$ cat src/design/rde_pkg.sv
// ----------------------------------------------------------------------------
// rde_pkg: shared types and constants for the ring deque engine
// Beat payloads, command and result codes, controller/datapath bundles and
// the ring index helper.
// ----------------------------------------------------------------------------
package rde_pkg;

	localparam int DEPTH = 16;
	localparam int IDX_W = (DEPTH > 1) ? $clog2(DEPTH) : 1;
	localparam int CNT_W = $clog2(DEPTH + 1);
	localparam int SUM_W = CNT_W + 1;

	localparam logic [IDX_W-1:0] IDX_LAST = IDX_W'(DEPTH - 1);
	localparam logic [CNT_W-1:0] CNT_FULL = CNT_W'(DEPTH);
	localparam logic [SUM_W-1:0] SUM_DEPTH = SUM_W'(DEPTH);

	// command codes
	localparam logic [2:0] CMD_PUSH_FRONT = 3'd0;
	localparam logic [2:0] CMD_PUSH_BACK  = 3'd1;
	localparam logic [2:0] CMD_POP_FRONT  = 3'd2;
	localparam logic [2:0] CMD_POP_BACK   = 3'd3;
	localparam logic [2:0] CMD_TRAVERSE   = 3'd4;

	// result kinds
	localparam logic [2:0] KIND_PUSH_DONE = 3'd0;
	localparam logic [2:0] KIND_POPPED    = 3'd1;
	localparam logic [2:0] KIND_TRAV      = 3'd2;
	localparam logic [2:0] KIND_EMPTY     = 3'd3;
	localparam logic [2:0] KIND_FULL      = 3'd4;

	typedef struct packed {
		logic [2:0]         command;
		logic signed [31:0] value;
	} req_t;

	typedef struct packed {
		logic [2:0]         kind;
		logic signed [31:0] value_res;
		logic               last;
	} rsp_t;

	// controller -> datapath
	typedef struct packed {
		logic       ins_front;
		logic       ins_back;
		logic       rem_front;
		logic       rem_back;
		logic       trav_clr;
		logic       trav_rd;
		logic       out_load;
		logic [2:0] out_kind;
		logic       out_from_mem;
		logic       out_last_trav;
	} rde_cmd_t;

	// datapath -> controller
	typedef struct packed {
		logic empty;
		logic full;
		logic out_free;
		logic trav_last;
	} rde_stat_t;

	// (base + off) mod DEPTH, base < DEPTH and off <= DEPTH
	function automatic logic [IDX_W-1:0] ring_add(input logic [IDX_W-1:0] base,
		input logic [CNT_W-1:0] off);
		logic [SUM_W-1:0] sum;
		sum = SUM_W'(base) + SUM_W'(off);
		if (sum >= SUM_DEPTH) begin
			sum = sum - SUM_DEPTH;
		end
		return sum[IDX_W-1:0];
	endfunction

endpackage

$ cat src/design/rde_ctrl.sv
// ----------------------------------------------------------------------------
// rde_ctrl: command sequencer of the ring deque engine
// Decodes request beats and steps pops and traversals through the datapath.
// ----------------------------------------------------------------------------
module rde_ctrl (
	input  logic                clk,
	input  logic                arst_n,
	input  logic                req_valid,
	input  logic [2:0]          req_command,
	output logic                req_stall,
	input  rde_pkg::rde_stat_t  stat,
	output rde_pkg::rde_cmd_t   cmd
);

	localparam logic [1:0] ST_IDLE     = 2'd0;
	localparam logic [1:0] ST_POP      = 2'd1;
	localparam logic [1:0] ST_TRAV_RD  = 2'd2;
	localparam logic [1:0] ST_TRAV_OUT = 2'd3;

	logic [1:0] state_q;
	logic [1:0] state_nx;
	logic       accept;

	assign req_stall = !((state_q == ST_IDLE) && stat.out_free);
	assign accept    = req_valid && !req_stall;

	always_comb begin
		cmd      = '0;
		state_nx = state_q;
		unique case (state_q)
			ST_IDLE: begin
				if (accept) begin
					unique case (req_command)
						rde_pkg::CMD_PUSH_FRONT, rde_pkg::CMD_PUSH_BACK: begin
							cmd.out_load = 1'b1;
							if (stat.full) begin
								cmd.out_kind = rde_pkg::KIND_FULL;
							end else begin
								cmd.out_kind  = rde_pkg::KIND_PUSH_DONE;
								cmd.ins_front = (req_command == rde_pkg::CMD_PUSH_FRONT);
								cmd.ins_back  = (req_command == rde_pkg::CMD_PUSH_BACK);
							end
						end
						rde_pkg::CMD_POP_FRONT, rde_pkg::CMD_POP_BACK: begin
							if (stat.empty) begin
								cmd.out_load = 1'b1;
								cmd.out_kind = rde_pkg::KIND_EMPTY;
							end else begin
								cmd.rem_front = (req_command == rde_pkg::CMD_POP_FRONT);
								cmd.rem_back  = (req_command == rde_pkg::CMD_POP_BACK);
								state_nx      = ST_POP;
							end
						end
						rde_pkg::CMD_TRAVERSE: begin
							if (stat.empty) begin
								cmd.out_load = 1'b1;
								cmd.out_kind = rde_pkg::KIND_EMPTY;
							end else begin
								cmd.trav_clr = 1'b1;
								state_nx     = ST_TRAV_RD;
							end
						end
						default: begin
							// unused codes: dropped silently
						end
					endcase
				end
			end
			ST_POP: begin
				if (stat.out_free) begin
					cmd.out_load     = 1'b1;
					cmd.out_kind     = rde_pkg::KIND_POPPED;
					cmd.out_from_mem = 1'b1;
					state_nx         = ST_IDLE;
				end
			end
			ST_TRAV_RD: begin
				cmd.trav_rd = 1'b1;
				state_nx    = ST_TRAV_OUT;
			end
			ST_TRAV_OUT: begin
				if (stat.out_free) begin
					cmd.out_load      = 1'b1;
					cmd.out_kind      = rde_pkg::KIND_TRAV;
					cmd.out_from_mem  = 1'b1;
					cmd.out_last_trav = 1'b1;
					state_nx          = stat.trav_last ? ST_IDLE : ST_TRAV_RD;
				end
			end
		endcase
	end

	always_ff @(posedge clk or negedge arst_n) begin
		if (!arst_n) begin
			state_q <= ST_IDLE;
		end else begin
			state_q <= state_nx;
		end
	end

endmodule

$ cat src/design/rde_dp.sv
// ----------------------------------------------------------------------------
// rde_dp: storage and pointers of the ring deque engine
// Entry memory, front pointer, occupancy, traversal counter, output register.
// ----------------------------------------------------------------------------
module rde_dp (
	input  logic                  clk,
	input  logic                  arst_n,
	input  logic signed [31:0]    word,
	input  rde_pkg::rde_cmd_t     cmd,
	output rde_pkg::rde_stat_t    stat,
	output logic                  rsp_valid,
	input  logic                  rsp_stall,
	output rde_pkg::rsp_t         rsp
);

	logic [31:0]                  mem [rde_pkg::DEPTH];
	logic [31:0]                  rd_q;
	logic [rde_pkg::IDX_W-1:0]    front_q;
	logic [rde_pkg::CNT_W-1:0]    occ_q;
	logic [rde_pkg::IDX_W-1:0]    trav_q;
	logic                         trav_last_q;
	logic                         out_valid_q;
	rde_pkg::rsp_t                out_q;

	logic [rde_pkg::IDX_W-1:0]    front_dec;
	logic [rde_pkg::IDX_W-1:0]    front_inc;
	logic [rde_pkg::IDX_W-1:0]    pos_back;
	logic [rde_pkg::IDX_W-1:0]    pos_back_last;
	logic [rde_pkg::IDX_W-1:0]    pos_trav;
	logic [rde_pkg::IDX_W-1:0]    wr_addr;
	logic [rde_pkg::IDX_W-1:0]    rd_addr;
	logic                         wr_en;
	logic                         rd_en;
	logic                         out_free;

	assign front_dec     = (front_q == '0) ? rde_pkg::IDX_LAST : front_q - 1'b1;
	assign front_inc     = (front_q == rde_pkg::IDX_LAST) ? '0 : front_q + 1'b1;
	assign pos_back      = rde_pkg::ring_add(front_q, occ_q);
	assign pos_back_last = rde_pkg::ring_add(front_q, occ_q - 1'b1);
	assign pos_trav      = rde_pkg::ring_add(front_q, rde_pkg::CNT_W'(trav_q));

	assign wr_en   = cmd.ins_front || cmd.ins_back;
	assign wr_addr = cmd.ins_front ? front_dec : pos_back;
	assign rd_en   = cmd.rem_front || cmd.rem_back || cmd.trav_rd;
	assign rd_addr = cmd.rem_front ? front_q : (cmd.rem_back ? pos_back_last : pos_trav);

	assign out_free = !out_valid_q || !rsp_stall;

	assign stat.empty     = (occ_q == '0);
	assign stat.full      = (occ_q == rde_pkg::CNT_FULL);
	assign stat.out_free  = out_free;
	assign stat.trav_last = trav_last_q;

	assign rsp_valid = out_valid_q;
	assign rsp       = out_q;

	// single-port entry store, registered read
	always_ff @(posedge clk) begin
		if (wr_en) begin
			mem[wr_addr] <= word;
		end
		if (rd_en) begin
			rd_q <= mem[rd_addr];
		end
	end

	always_ff @(posedge clk or negedge arst_n) begin
		if (!arst_n) begin
			front_q     <= '0;
			occ_q       <= '0;
			out_valid_q <= 1'b0;
		end else begin
			if (cmd.ins_front) begin
				front_q <= front_dec;
			end else if (cmd.rem_front) begin
				front_q <= front_inc;
			end
			if (wr_en) begin
				occ_q <= occ_q + 1'b1;
			end else if (cmd.rem_front || cmd.rem_back) begin
				occ_q <= occ_q - 1'b1;
			end
			if (cmd.out_load) begin
				out_valid_q <= 1'b1;
			end else if (!rsp_stall) begin
				out_valid_q <= 1'b0;
			end
		end
	end

	always_ff @(posedge clk) begin
		if (cmd.trav_clr) begin
			trav_q <= '0;
		end else if (cmd.trav_rd) begin
			trav_q      <= trav_q + 1'b1;
			trav_last_q <= ((rde_pkg::CNT_W'(trav_q) + 1'b1) == occ_q);
		end
		if (cmd.out_load) begin
			out_q.kind      <= cmd.out_kind;
			out_q.value_res <= cmd.out_from_mem ? rd_q : '0;
			out_q.last      <= cmd.out_last_trav ? trav_last_q : 1'b1;
		end
	end

endmodule

$ cat src/design/ring_deque_engine_unit.sv
// ----------------------------------------------------------------------------
// ring_deque_engine_unit: double-ended queue of signed words in a ring
// Push and pop at either end, or walk the queue front to back.
// ----------------------------------------------------------------------------
//
//  channel | dir | beat payload                       | notes
//  --------+-----+------------------------------------+---------------------------
//  req     | in  | command, value                     | one command per beat
//  rsp     | out | kind, value_res, last              | last marks a command's end
//
// Steps: push, full and empty results load the output as the beat is taken; a
// pop reads memory, then loads the output; a traversal clears its counter, then
// reads and loads each word, as the single-port memory has registered read data.
// Reset: arst_n clears front pointer, occupancy, sequencer and output valid;
// the entry memory is not cleared and is only ever read where written.
// Stalls: a new beat is taken while the sequencer is idle and the output
// register is empty or being drained; rsp_stall freezes the pending result.
// Command codes 5 to 7 are taken and produce no result.
//
module ring_deque_engine_unit (
	input  logic           clk,
	input  logic           arst_n,
	input  logic           req_valid,
	output logic           req_stall,
	input  rde_pkg::req_t  req,
	output logic           rsp_valid,
	input  logic           rsp_stall,
	output rde_pkg::rsp_t  rsp
);

	rde_pkg::rde_cmd_t  cmd;
	rde_pkg::rde_stat_t stat;

	// sequencer: decodes beats, walks pops and traversals
	rde_ctrl u_ctrl (
		.clk         (clk),
		.arst_n      (arst_n),
		.req_valid   (req_valid),
		.req_command (req.command),
		.req_stall   (req_stall),
		.stat        (stat),
		.cmd         (cmd)
	);

	// storage, pointers and the result register
	rde_dp u_dp (
		.clk       (clk),
		.arst_n    (arst_n),
		.word      (req.value),
		.cmd       (cmd),
		.stat      (stat),
		.rsp_valid (rsp_valid),
		.rsp_stall (rsp_stall),
		.rsp       (rsp)
	);

endmodule

$ cat config.mk
export PLATFORM = sky130hd
export DESIGN_NAME = ring_deque_engine_unit
export DESIGN_NICKNAME = d
export VERILOG_FILES = /design/src/design/rde_pkg.sv /design/src/design/rde_ctrl.sv /design/src/design/rde_dp.sv /design/src/design/ring_deque_engine_unit.sv
export SDC_FILE = /design/constraint.sdc
export NUM_CORES = 1
export LEC_CHECK = 0
export BUFFER_PORTS_ARGS = -buffer_cell sky130_fd_sc_hd__buf_2
export CAP_MARGIN = 20
export CORE_UTILIZATION = 30
export CTS_CLUSTER_SIZE = 16
export DETAILED_ROUTE_END_ITERATION = 7
export PLACE_DENSITY = 0.48
export SYNTH_ARGS = -nofsm -noshare
export SYNTH_HDL_FRONTEND = slang
export SYNTH_HIERARCHICAL = 1
export SYNTH_SLANG_ARGS = --single-unit
$ cat constraint.sdc
create_clock -name clk -period 8.22 [get_ports clk]
set_input_delay 0.411 -clock clk [delete_from_list [all_inputs] [get_ports clk]]
set_output_delay 0.411 -clock clk [all_outputs]
set_load 0.005 [all_outputs]
==> out/qor.csv, run 1 <==
stage;metric;value;unit
synthesis;synth_edf_count;581;
synthesis;yosysMostFrequentCell;edfxtp_1;
synthesis;avgSynthCellArea;21.6;µm²
route;antenna_left;0;
placed_design;dp_hpwl;25400;µm
route;vias;10900;
layout;nets;1262;
sta;tightest_slew;0.918;ns
setup_path;critical_path_required;8.55;ns
clocking;clkSinkCount;597;
setup_path;path_cells;inv_1 > ha_1 > nor4b_1 > nor2_1 > and3_1 > a21oi_1 > ha_1 > inv_1 > fa_1 > xor2_1 > o21ai_4 > buf_4 > buf_4 > mux2i_1 > mux2i_1;
synthesis;synth_warnings;6;
setup_path;r2r_end;u_dp/rd_q[20];
clocking;cts_tree;built;
global_routing;grt_max_degree;129;
synthesis;synth_cells;1089;
sta;period_share;61.6;%
setup_path;crit_slowest_cell;buf_4;
min_path;hp-class;in2reg;
clocking;clkTransAtPathRegs;0.06;ns
layout;utilization;35.2;%
setup_path;critPathMaxFanout;38;
route;drt_iter0_drc;755;
run;cap_viol_max_count;0;
synthesis;mappedNetlistNets;1142;
setup_path;cp-start-kind;flip-flop;
synthesis;seq_area_frac_synth;75.8;%
route;viasPerCell;4.74;
placed_design;dp.cells;2179;
layout;drive_above_1_share;28.1;%
synthesis;ys.flop_type;edfxtp_1;
sta;fin_worst_skew;0.0292;ns
clocking;clockBufferDepth;3;
sta;whs;0.166;ns
sta;setup_viol;0;
run_status;status;finished clean;
route;wl_per_cell;23.4;µm
power_and_ir_drop;comb_power_share;42.8;%
setup_path;ff2ff_setup_slack;3.16;ns
sta;fmax;0.198;GHz
synthesis;synth_top_area_cell;edfxtp_1;
layout;area_growth;16.0;%
setup_path;worstSetupStartpoint;u_dp/occ_q[1];
setup_path;crit_end;u_dp/rd_q[20];
clocking;cts_root_buffer;clkbuf_16;
placed_design;finalWeightedCongestion;0.716;
global_routing;track_usage;13.8;%
route;drc;0;
sta;rsz0062_at_grt;false;
die;rows;102;
global_routing;busiest_layer;met2;
synthesis;synth.area.top_cells;edfxtp_1 74%, mux4_2 12%, mux2i_1 4.3%;
layout;regArea;17800;µm²
power_and_ir_drop;p_sw_share;33.5;%
global_routing;grt_first_pass_wirelength;77900;µm
power_and_ir_drop;powerDensity;436;nW/µm²
die;die_y;282;µm
sta;hold_viol;0;
die;dieArea;79500;µm²
global_routing;grt_use_met2;22.7;%
clocking;numCtsBuffers;67;
setup_path;r2r_cells;15;
sta;period_needed;5.06;ns
synthesis;synth-seq-cells;597;
clocking;insertion_delay;0.60;ns
sta;slew_headroom;38.8;%
synthesis;syn_area;23500;µm²
setup_path;arrival;5.39;ns
die;core;77500;µm²
clocking;postCtsHoldBufs;1;
die;start_util;30.3;%
layout;nFillCells;7226;
power_and_ir_drop;switchingPower;3980;µW
power_and_ir_drop;p_int;7900;µW
synthesis;ys_top_cells_by_count;581 x edfxtp_1, 128 x mux4_2, 101 x mux2i_1;
synthesis;synth_top_area_share;74.2;%
global_routing;grtUsageMet1;18.5;%
sta;slew_viol_final;0;
placed_design;port_buffers;76;
clocking;ctsResizeCount;0;
route;totalWireLength;53800;µm
die;boundaryPins;77;
global_routing;grt_remaining_overflow;0;
global_routing;met3_usage;2.54;%
clocking;cts_setup_buffers;0;
setup_path;slowest_delay;0.78;ns
synthesis;synthDistinctLibCells;62;
route;drtPass1Iterations;5;
global_routing;grt_pass1_vias;11200;
layout;finalNonFillerCells;2299;
setup_path;critPathKind;reg2reg;
setup_path;end_kind;flip-flop;
power_and_ir_drop;leakage;0.00891;µW
die;die-width;282;µm
synthesis;async_flop_share;2.01;%
sta;setup_tns;0;ns
power_and_ir_drop;pwr-share-clk;23.6;%
global_routing;antenna_found_initial;7;
setup_path;crit-reg2reg-launch;u_dp/occ_q[1];
power_and_ir_drop;p_seq_share;33.6;%
power_and_ir_drop;irDropWorstVdd;0.000533;V
clocking;htreeDepth;3;
layout;multiInputGateArea;5430;µm²
==> state kept, by name, indices dropped and copies added (netlist names) <==
register	flops
u_dp/rsp_valid	1
u_dp/rd_q	32
u_dp/trav_q	4
u_dp/front_q	4
u_dp/occ_q	5
u_dp/trav_last_q	1
u_ctrl/state_q	2
u_dp/mem	512
u_dp/rsp	36
==> final cells by class <==
class                      count  share of cell area, %
antenna                        1                0.00918
clock buffer                  85                   6.48
clock inverter                33                  0.991
inverter                       9                  0.124
multi-input combinational    428                   19.9
sequential                   597                   65.4
tap                         1040                   4.77
timing repair buffer         106                   2.32
==> through the flow <==
stage	total power (µW)	setup slack (ns)	instance area, µm²
6_report	11900	3.16	27300
4_1_cts	12100	3.11	27300
3_5_place_dp	9300	3.11	25200
5_1_grt	12500	2.72	27300
3_3_place_gp	9250	3.21	25200
2_1_floorplan	8000	3.27	23500
==> routing by layer <==
layer | up-vias | part of all wire, %
met1 | 5842 | 44
met4 | 6 | 1.7
met2 | 240 | 49
li1 | 4728 | -
met5 | - | 0.084
met3 | 73 | 5.0
==> power groups by stage <==
stage / combinational [µW] / clock (µW) / sequential (µW)
floorplan: 4020 / 0 / 3990
global placement: 5200 / 0 / 4050
detailed placement: 5250 / 0 / 4050
CTS: 5250 / 2890 / 3990
global route: 5520 / 3000 / 4020
finish: 5080 / 2810 / 3990
==> worst min path at each step <==
stage                              endpoint  cells after the start     from  slack (ns)
after floorplan           u_ctrl/state_q[0]                      0   arst_n        0.12
final                     u_ctrl/state_q[0]                      3  req[34]        0.17
after CTS                 u_ctrl/state_q[0]                      3  req[34]        0.13
after global routing        u_dp/mem[8][12]                      1  req[12]        0.18
after global placement        u_dp/occ_q[4]                      1   arst_n        0.34
after detailed placement      u_dp/occ_q[4]                      1   arst_n        0.33
==> layout by cell type, fill, tap and decap left out, drive strengths merged, types with 6 or more instances in the layout <==
cell type / n
clkinv: 27
nor2: 24
nor3: 13
xor2: 11
edfxtp: 581
o211ai: 6
clkbuf: 85
nand2: 19
buf: 105
mux2i: 101
dfrtp: 12
mux4: 128
ha: 12
and2: 33
o21ai: 9
a21oi: 7
inv: 11
xnor2: 8
==> worst max-delay path, delay by kind of cell, from the launching register on <==
kind / cells / cell delay (ns)
buffers and inverters: 4 / 1.50
AND/OR/NAND/NOR: 3 / 1.07
adder cells (fa/ha/maj): 3 / 0.76
flip-flops: 1 / 0.50
multiplexers: 2 / 0.40
AO/OA/AOI/OAI: 2 / 0.36
XOR/XNOR: 1 / 0.20
==> kinds of logic after synthesis <==
| group | Yosys count | share of synthesized area [%] |
|---|---|---|
| multiplexers | 230 | 16.6 |
| XOR/XNOR | 19 | 0.708 |
| AO/OA/AOI/OAI | 45 | 1.38 |
| AND/OR/NAND/NOR | 120 | 2.95 |
| buffers and inverters | 64 | 1.69 |
| flip-flops | 597 | 75.8 |
| adder cells (fa/ha/maj) | 14 | 0.809 |
Power figures use the tool's default switching activity.
==> inputs of run 2 (changes only) <==
- clock period: 8.22 -> 4.95 ns (I/O delays scaled with it)
==> run 2 against run 1 <==
  * Global-route usage up 0.12 points
  * Non-clock buffer count up 32
  * Sequential share of layout area down 1.0 points
  * Combinational power up 79%
==> out/qor.csv, run 2 (same netlist as run 1, synthesis figures left out) <==
stage;metric;value;unit
power_and_ir_drop;p_sw_share;33.3;%
sta;setup_viol;0;
clocking;clockBufferDepth;3;
power_and_ir_drop;pwr-share-clk;23.0;%
global_routing;grt_max_degree;48;
setup_path;critical_path_required;5.28;ns
power_and_ir_drop;irDropWorstVdd;0.000511;V
sta;slew_headroom;40.4;%
layout;nFillCells;7132;
power_and_ir_drop;switchingPower;6770;µW
die;die_y;282;µm
layout;largest_reg_flops;512;
die;die-width;282;µm
sta;fin_worst_skew;0.0194;ns
clocking;clkSinkCount;597;
route;wl_per_cell;23.1;µm
sta;tightest_slew;0.890;ns
sta;slew_viol_final;0;
layout;mostFrequentLayoutCells;581 x edfxtp_1, 128 x mux4_2, 99 x mux2i_1;
min_path;hp-class;in2reg;
placed_design;finalWeightedCongestion;0.714;
global_routing;grt_first_pass_wirelength;79100;µm
global_routing;track_usage;13.9;%
clocking;numCtsBuffers;66;
setup_path;r2r_cells;15;
layout;top_register;u_dp/mem;
route;drt_iter0_drc;841;
die;rows;102;
setup_path;end_kind;flip-flop;
power_and_ir_drop;powerDensity;736;nW/µm²
power_and_ir_drop;leakage;0.00910;µW
power_and_ir_drop;comb_power_share;44.6;%
sta;setup_tns;0;ns
clocking;insertion_delay;0.60;ns
setup_path;cp-start-kind;flip-flop;
setup_path;critPathMaxFanout;30;
power_and_ir_drop;p_int;13600;µW
sta;rsz0062_at_grt;false;
sta;period_share;88.5;%
route;viasPerCell;4.67;
power_and_ir_drop;p_seq_share;32.3;%
route;drc;0;
sta;hold_viol;0;
layout;area_growth;17.8;%
die;start_util;30.3;%
layout;regArea;17800;µm²
die;core;77500;µm²
min_path;hp-start;req[27];
global_routing;antenna_found_initial;6;
route;drtPass1Iterations;4;
run_status;status;finished clean;
setup_path;ff2ff_setup_slack;0.57;ns
layout;nets;1293;
sta;period_needed;4.38;ns
clocking;htreeDepth;3;
layout;multiInputGateArea;5430;µm²
placed_design;placed_area;25500;µm²
setup_path;arrival;4.71;ns
setup_path;critPathKind;reg2reg;
layout;drive_above_1_share;29.1;%
layout;design_area;27700;µm²
run;cap_viol_max_count;0;
die;dieArea;79500;µm²
sta;fmax;0.228;GHz
route;totalWireLength;53900;µm
min_path;whs_path_depth;1;
min_path;holdPathEnd;u_dp/mem[5][27];
setup_path;r2r_end;u_dp/rd_q[16];
clocking;clkTransAtPathRegs;0.06;ns
setup_path;crit-reg2reg-launch;u_dp/occ_q[0];
clocking;cts_tree;built;
route;vias;10900;
layout;final_common_cell;edfxtp_1;
placed_design;dp_hpwl;28500;µm
die;boundaryPins;77;
placed_design;port_buffers;76;
route;antenna_left;0;
clocking;cts_root_buffer;clkbuf_16;
global_routing;grt_pass1_vias;11600;
global_routing;grt_remaining_overflow;0;
run 2: cell count changes in the layout (fill, tap and decap cells not counted), moves of 3 or more:
cell and delta:
buf_12 +12, buf_4 +12, clkinv_2 -3, clkinvlp_4 +3
dlygate4sd3_1 +8
run 2: final cells by class:
type | instances | area share [%]
multi-input combinational | 428 | 19.6
inverter | 9 | 0.122
clock inverter | 32 | 0.927
timing repair buffer | 138 | 3.77
sequential | 597 | 64.4
antenna | 1 | 0.00904
clock buffer | 86 | 6.47
tap | 1040 | 4.70
run 2: how the worst max path moves through the flow:
stage / startpoint / end / cells past startpoint
after floorplan: u_dp/rsp_valid / u_dp/mem[0][0] / 10
after global placement: u_dp/occ_q[0] / u_dp/rd_q[16] / 15
after detailed placement: u_dp/occ_q[0] / u_dp/rd_q[16] / 14
after CTS: u_dp/occ_q[0] / u_dp/rd_q[1] / 14
after global routing: u_dp/occ_q[0] / u_dp/rd_q[4] / 16
final: u_dp/occ_q[0] / u_dp/rd_q[16] / 15
run 2: layer usage:
metal / wire [µm] / share of wire, % / vias to the layer above / GRT usage, %
met5: 56 / 0.10 / - / 0
met4: 1010 / 1.9 / 8 / 4.38
met3: 2110 / 3.9 / 81 / 2.50
met2: 26100 / 48 / 179 / 22.6
met1: 24700 / 46 / 5814 / 18.9
li1: - / - / 4801 / -
run 2: power groups by stage:
stage	Sequential [µW]	Clock (µW)	Combinational, µW
5_1_grt	6630	5020	9860
4_1_cts	6600	4840	9320
3_3_place_gp	6700	0	9260
3_5_place_dp	6700	0	9290
2_1_floorplan	6620	0	6670
6_report	6580	4690	9090
run 2: stage by stage:
step	total power, µW	setup slack (ns)	util (%)	hold slack [ns]	std cells
floorplan	13300	0.0314	-	-0.0481	1089
global placement	16000	0.601	32.9	0.162	2200
detailed placement	16000	0.461	32.9	0.173	2200
CTS	20700	0.442	35.7	0.0000126	2327
global route	21500	0.177	35.7	0.0238	2330
finish	20400	0.568	35.7	0.0223	2331
run 2: worst max-delay path, cell delays in order (launching register included):
cell,delay (ns)
dfrtp_1,0.38
inv_1,0.08
ha_1,0.16
nor4b_1,0.57
nor2_1,0.13
and3_1,0.36
a21oi_1,0.23
ha_1,0.18
inv_1,0.06
fa_1,0.48
mux2i_4,0.18
buf_12,0.28
buf_12,0.24
mux4_2,0.31
mux2i_1,0.31
mux2i_1,0.12
run 2: repair_timing:
item | in CTS | in global routing
buffers inserted | 0 | 3
hold buffers | 9 | 0
setup endpoints to repair | 0 | 4
gates resized for setup | 0 | 0
endpoints found under the hold margin | 84 | 0
==> inputs of run 3 (changes only) <==
- BUFFER_PORTS_ARGS: -buffer_cell sky130_fd_sc_hd__buf_2 -> -buffer_cell sky130_fd_sc_hd__clkbuf_2
==> run 3 against run 2 <==
  * Setup slack got worse by 0.090 ns
  * Clock-buffer cell count decreased by 4
  * Sequential share of layout area increased by 0.11 points
==> out/qor.csv, run 3 (same netlist as run 1, synthesis figures left out) <==
stage;metric;value;unit
route;wl_per_cell;23.5;µm
run_status;status;finished clean;
clocking;insertion_delay;0.60;ns
clocking;clkTransAtPathRegs;0.06;ns
placed_design;dp_hpwl;28300;µm
layout;area_growth;17.6;%
layout;finalNonFillerCells;2321;
setup_path;arrival;4.79;ns
die;rows;102;
setup_path;end_kind;flip-flop;
sta;hold_viol;0;
sta;fin_worst_skew;0.0250;ns
layout;top_register;u_dp/mem;
setup_path;path_delay_family;multiplexers;
die;die-width;282;µm
placed_design;port_buffers;76;
setup_path;crit_slowest_cell;dfrtp_1;
clocking;cts_root_buffer;clkbuf_16;
sta;period_share;90.3;%
power_and_ir_drop;powerDensity;741;nW/µm²
route;viasPerCell;4.72;
global_routing;track_usage;14.0;%
setup_path;cp_num_buf_inv;4;
placed_design;dp.cells;2202;
clocking;cts_setup_buffers;0;
sta;tightest_slew;0.986;ns
setup_path;slowest_delay;0.55;ns
layout;nFillCells;7221;
global_routing;grt_remaining_overflow;0;
clocking;htreeDepth;3;
power_and_ir_drop;leakage;0.00910;µW
die;dieArea;79500;µm²
layout;nets;1285;
setup_path;critical_path_required;5.27;ns
layout;mostFrequentLayoutCells;581 x edfxtp_1, 128 x mux4_2, 99 x mux2i_1;
route;drtPass1Iterations;5;
setup_path;path_cells;inv_1 > ha_1 > nor4b_1 > buf_4 > nor2_1 > and3_1 > nor2_1 > a21oi_1 > ha_1 > inv_1 > fa_1 > mux2i_4 > buf_12 > mux4_2 > mux2i_1 > mux2i_1;
sta;fin_ws;0.478;ns
sta;whs;0.0473;ns
route;drt_iter0_drc;677;
sta;period_needed;4.47;ns
clocking;clockBufferDepth;3;
layout;final_common_cell;edfxtp_1;
global_routing;grt_pass1_vias;11600;
placed_design;pre_cts_slack;0.497;ns
sta;slew_viol_final;0;
layout;design_area;27600;µm²
clocking;numCtsBuffers;66;
global_routing;grt_max_degree;45;
placed_design;finalWeightedCongestion;0.738;
setup_path;cp-start-kind;flip-flop;
die;core;77500;µm²
sta;setup_viol;0;
route;vias;11000;
power_and_ir_drop;irDropWorstVdd;0.000504;V
route;totalWireLength;54500;µm
run;cap_viol_max_count;0;
layout;largest_reg_flops;512;
die;start_util;30.3;%
placed_design;placed_area;25500;µm²
global_routing;antenna_found_initial;7;
layout;drive_above_1_share;29.3;%
die;die_y;282;µm
clocking;cts_tree;built;
setup_path;critPathMaxFanout;44;
setup_path;critPathKind;reg2reg;
clocking;clkSinkCount;597;
route;antenna_left;0;
sta;fmax;0.224;GHz
sta;setup_tns;0;ns
min_path;hp-class;in2reg;
route;drc;0;
sta;rsz0062_at_grt;false;
global_routing;grt_first_pass_wirelength;79500;µm
die;boundaryPins;77;
sta;slew_headroom;34.3;%
run 3: cell types whose count changed in the layout (fill, tap and decap cells not counted), sizes merged:
cell         change
dlygate4sd3      -7
buf             -77
clkinv           +1
clkinvlp         -1
bufinv           +2
clkbuf          +72
run 3: per-layer routing:
metal | vias up | wire length [µm] | global-route usage (%)
met3 | 69 | 2150 | 2.83
met1 | 5920 | 25200 | 19.2
met2 | 184 | 26200 | 22.7
met5 | - | 58 | 0
li1 | 4783 | - | -
met4 | 8 | 830 | 3.54
run 3: timing repair:
item / CTS / global route
hold endpoints to repair: 13 / 0
gates resized for setup: 0 / 0
hold buffers: 2 / 0
run 3: worst min-delay path, stage by stage:
cell and delay [ns]:
clkbuf_2 0.08, nand2_1 0.16, nand2b_1 0.12
run 3: final cells by class:
| cell class | count | area [µm²] | share of cell area, % |
|---|---|---|---|
| Tap cell | 1040 | 1300 | 4.71 |
| Timing Repair Buffer | 130 | 941 | 3.40 |
| Clock inverter | 34 | 347 | 1.25 |
| Inverter | 9 | 33.8 | 0.122 |
| Antenna cell | 1 | 2.50 | 0.00906 |
| Multi-Input combinational cell | 428 | 5430 | 19.6 |
| Sequential cell | 597 | 17800 | 64.5 |
| Clock buffer | 82 | 1750 | 6.35 |
run 3: metrics by stage:
step	power [µW]	utilization, %
floorplan	13300	-
global placement	16000	32.9
detailed placement	16000	32.9
CTS	20900	35.7
global route	21600	35.7
finish	20500	35.7
run 3: path summary, 6_finish.rpt:
kind	slack, ns	from	cells after the start	end
max	0.48	u_dp/occ_q[0]	16	u_dp/rd_q[13]
min	0.05	rsp_stall	3	u_dp/rsp_valid
max reg2reg	0.48	u_dp/occ_q[0]	16	u_dp/rd_q[13]
min reg2reg	0.54	u_dp/rd_q[7]	1	u_dp/rsp[8]
max in group asynchronous	4.57	arst_n	2	u_dp/occ_q[2]
min in group asynchronous	0.11	arst_n	2	u_ctrl/state_q[1]
run 3: where the power goes:
part	leakage [µW]	internal, µW	switching [µW]
Clock	0.00101	2830	1940
Sequential	0.00544	6370	259
Combinational	0.00265	4480	4580
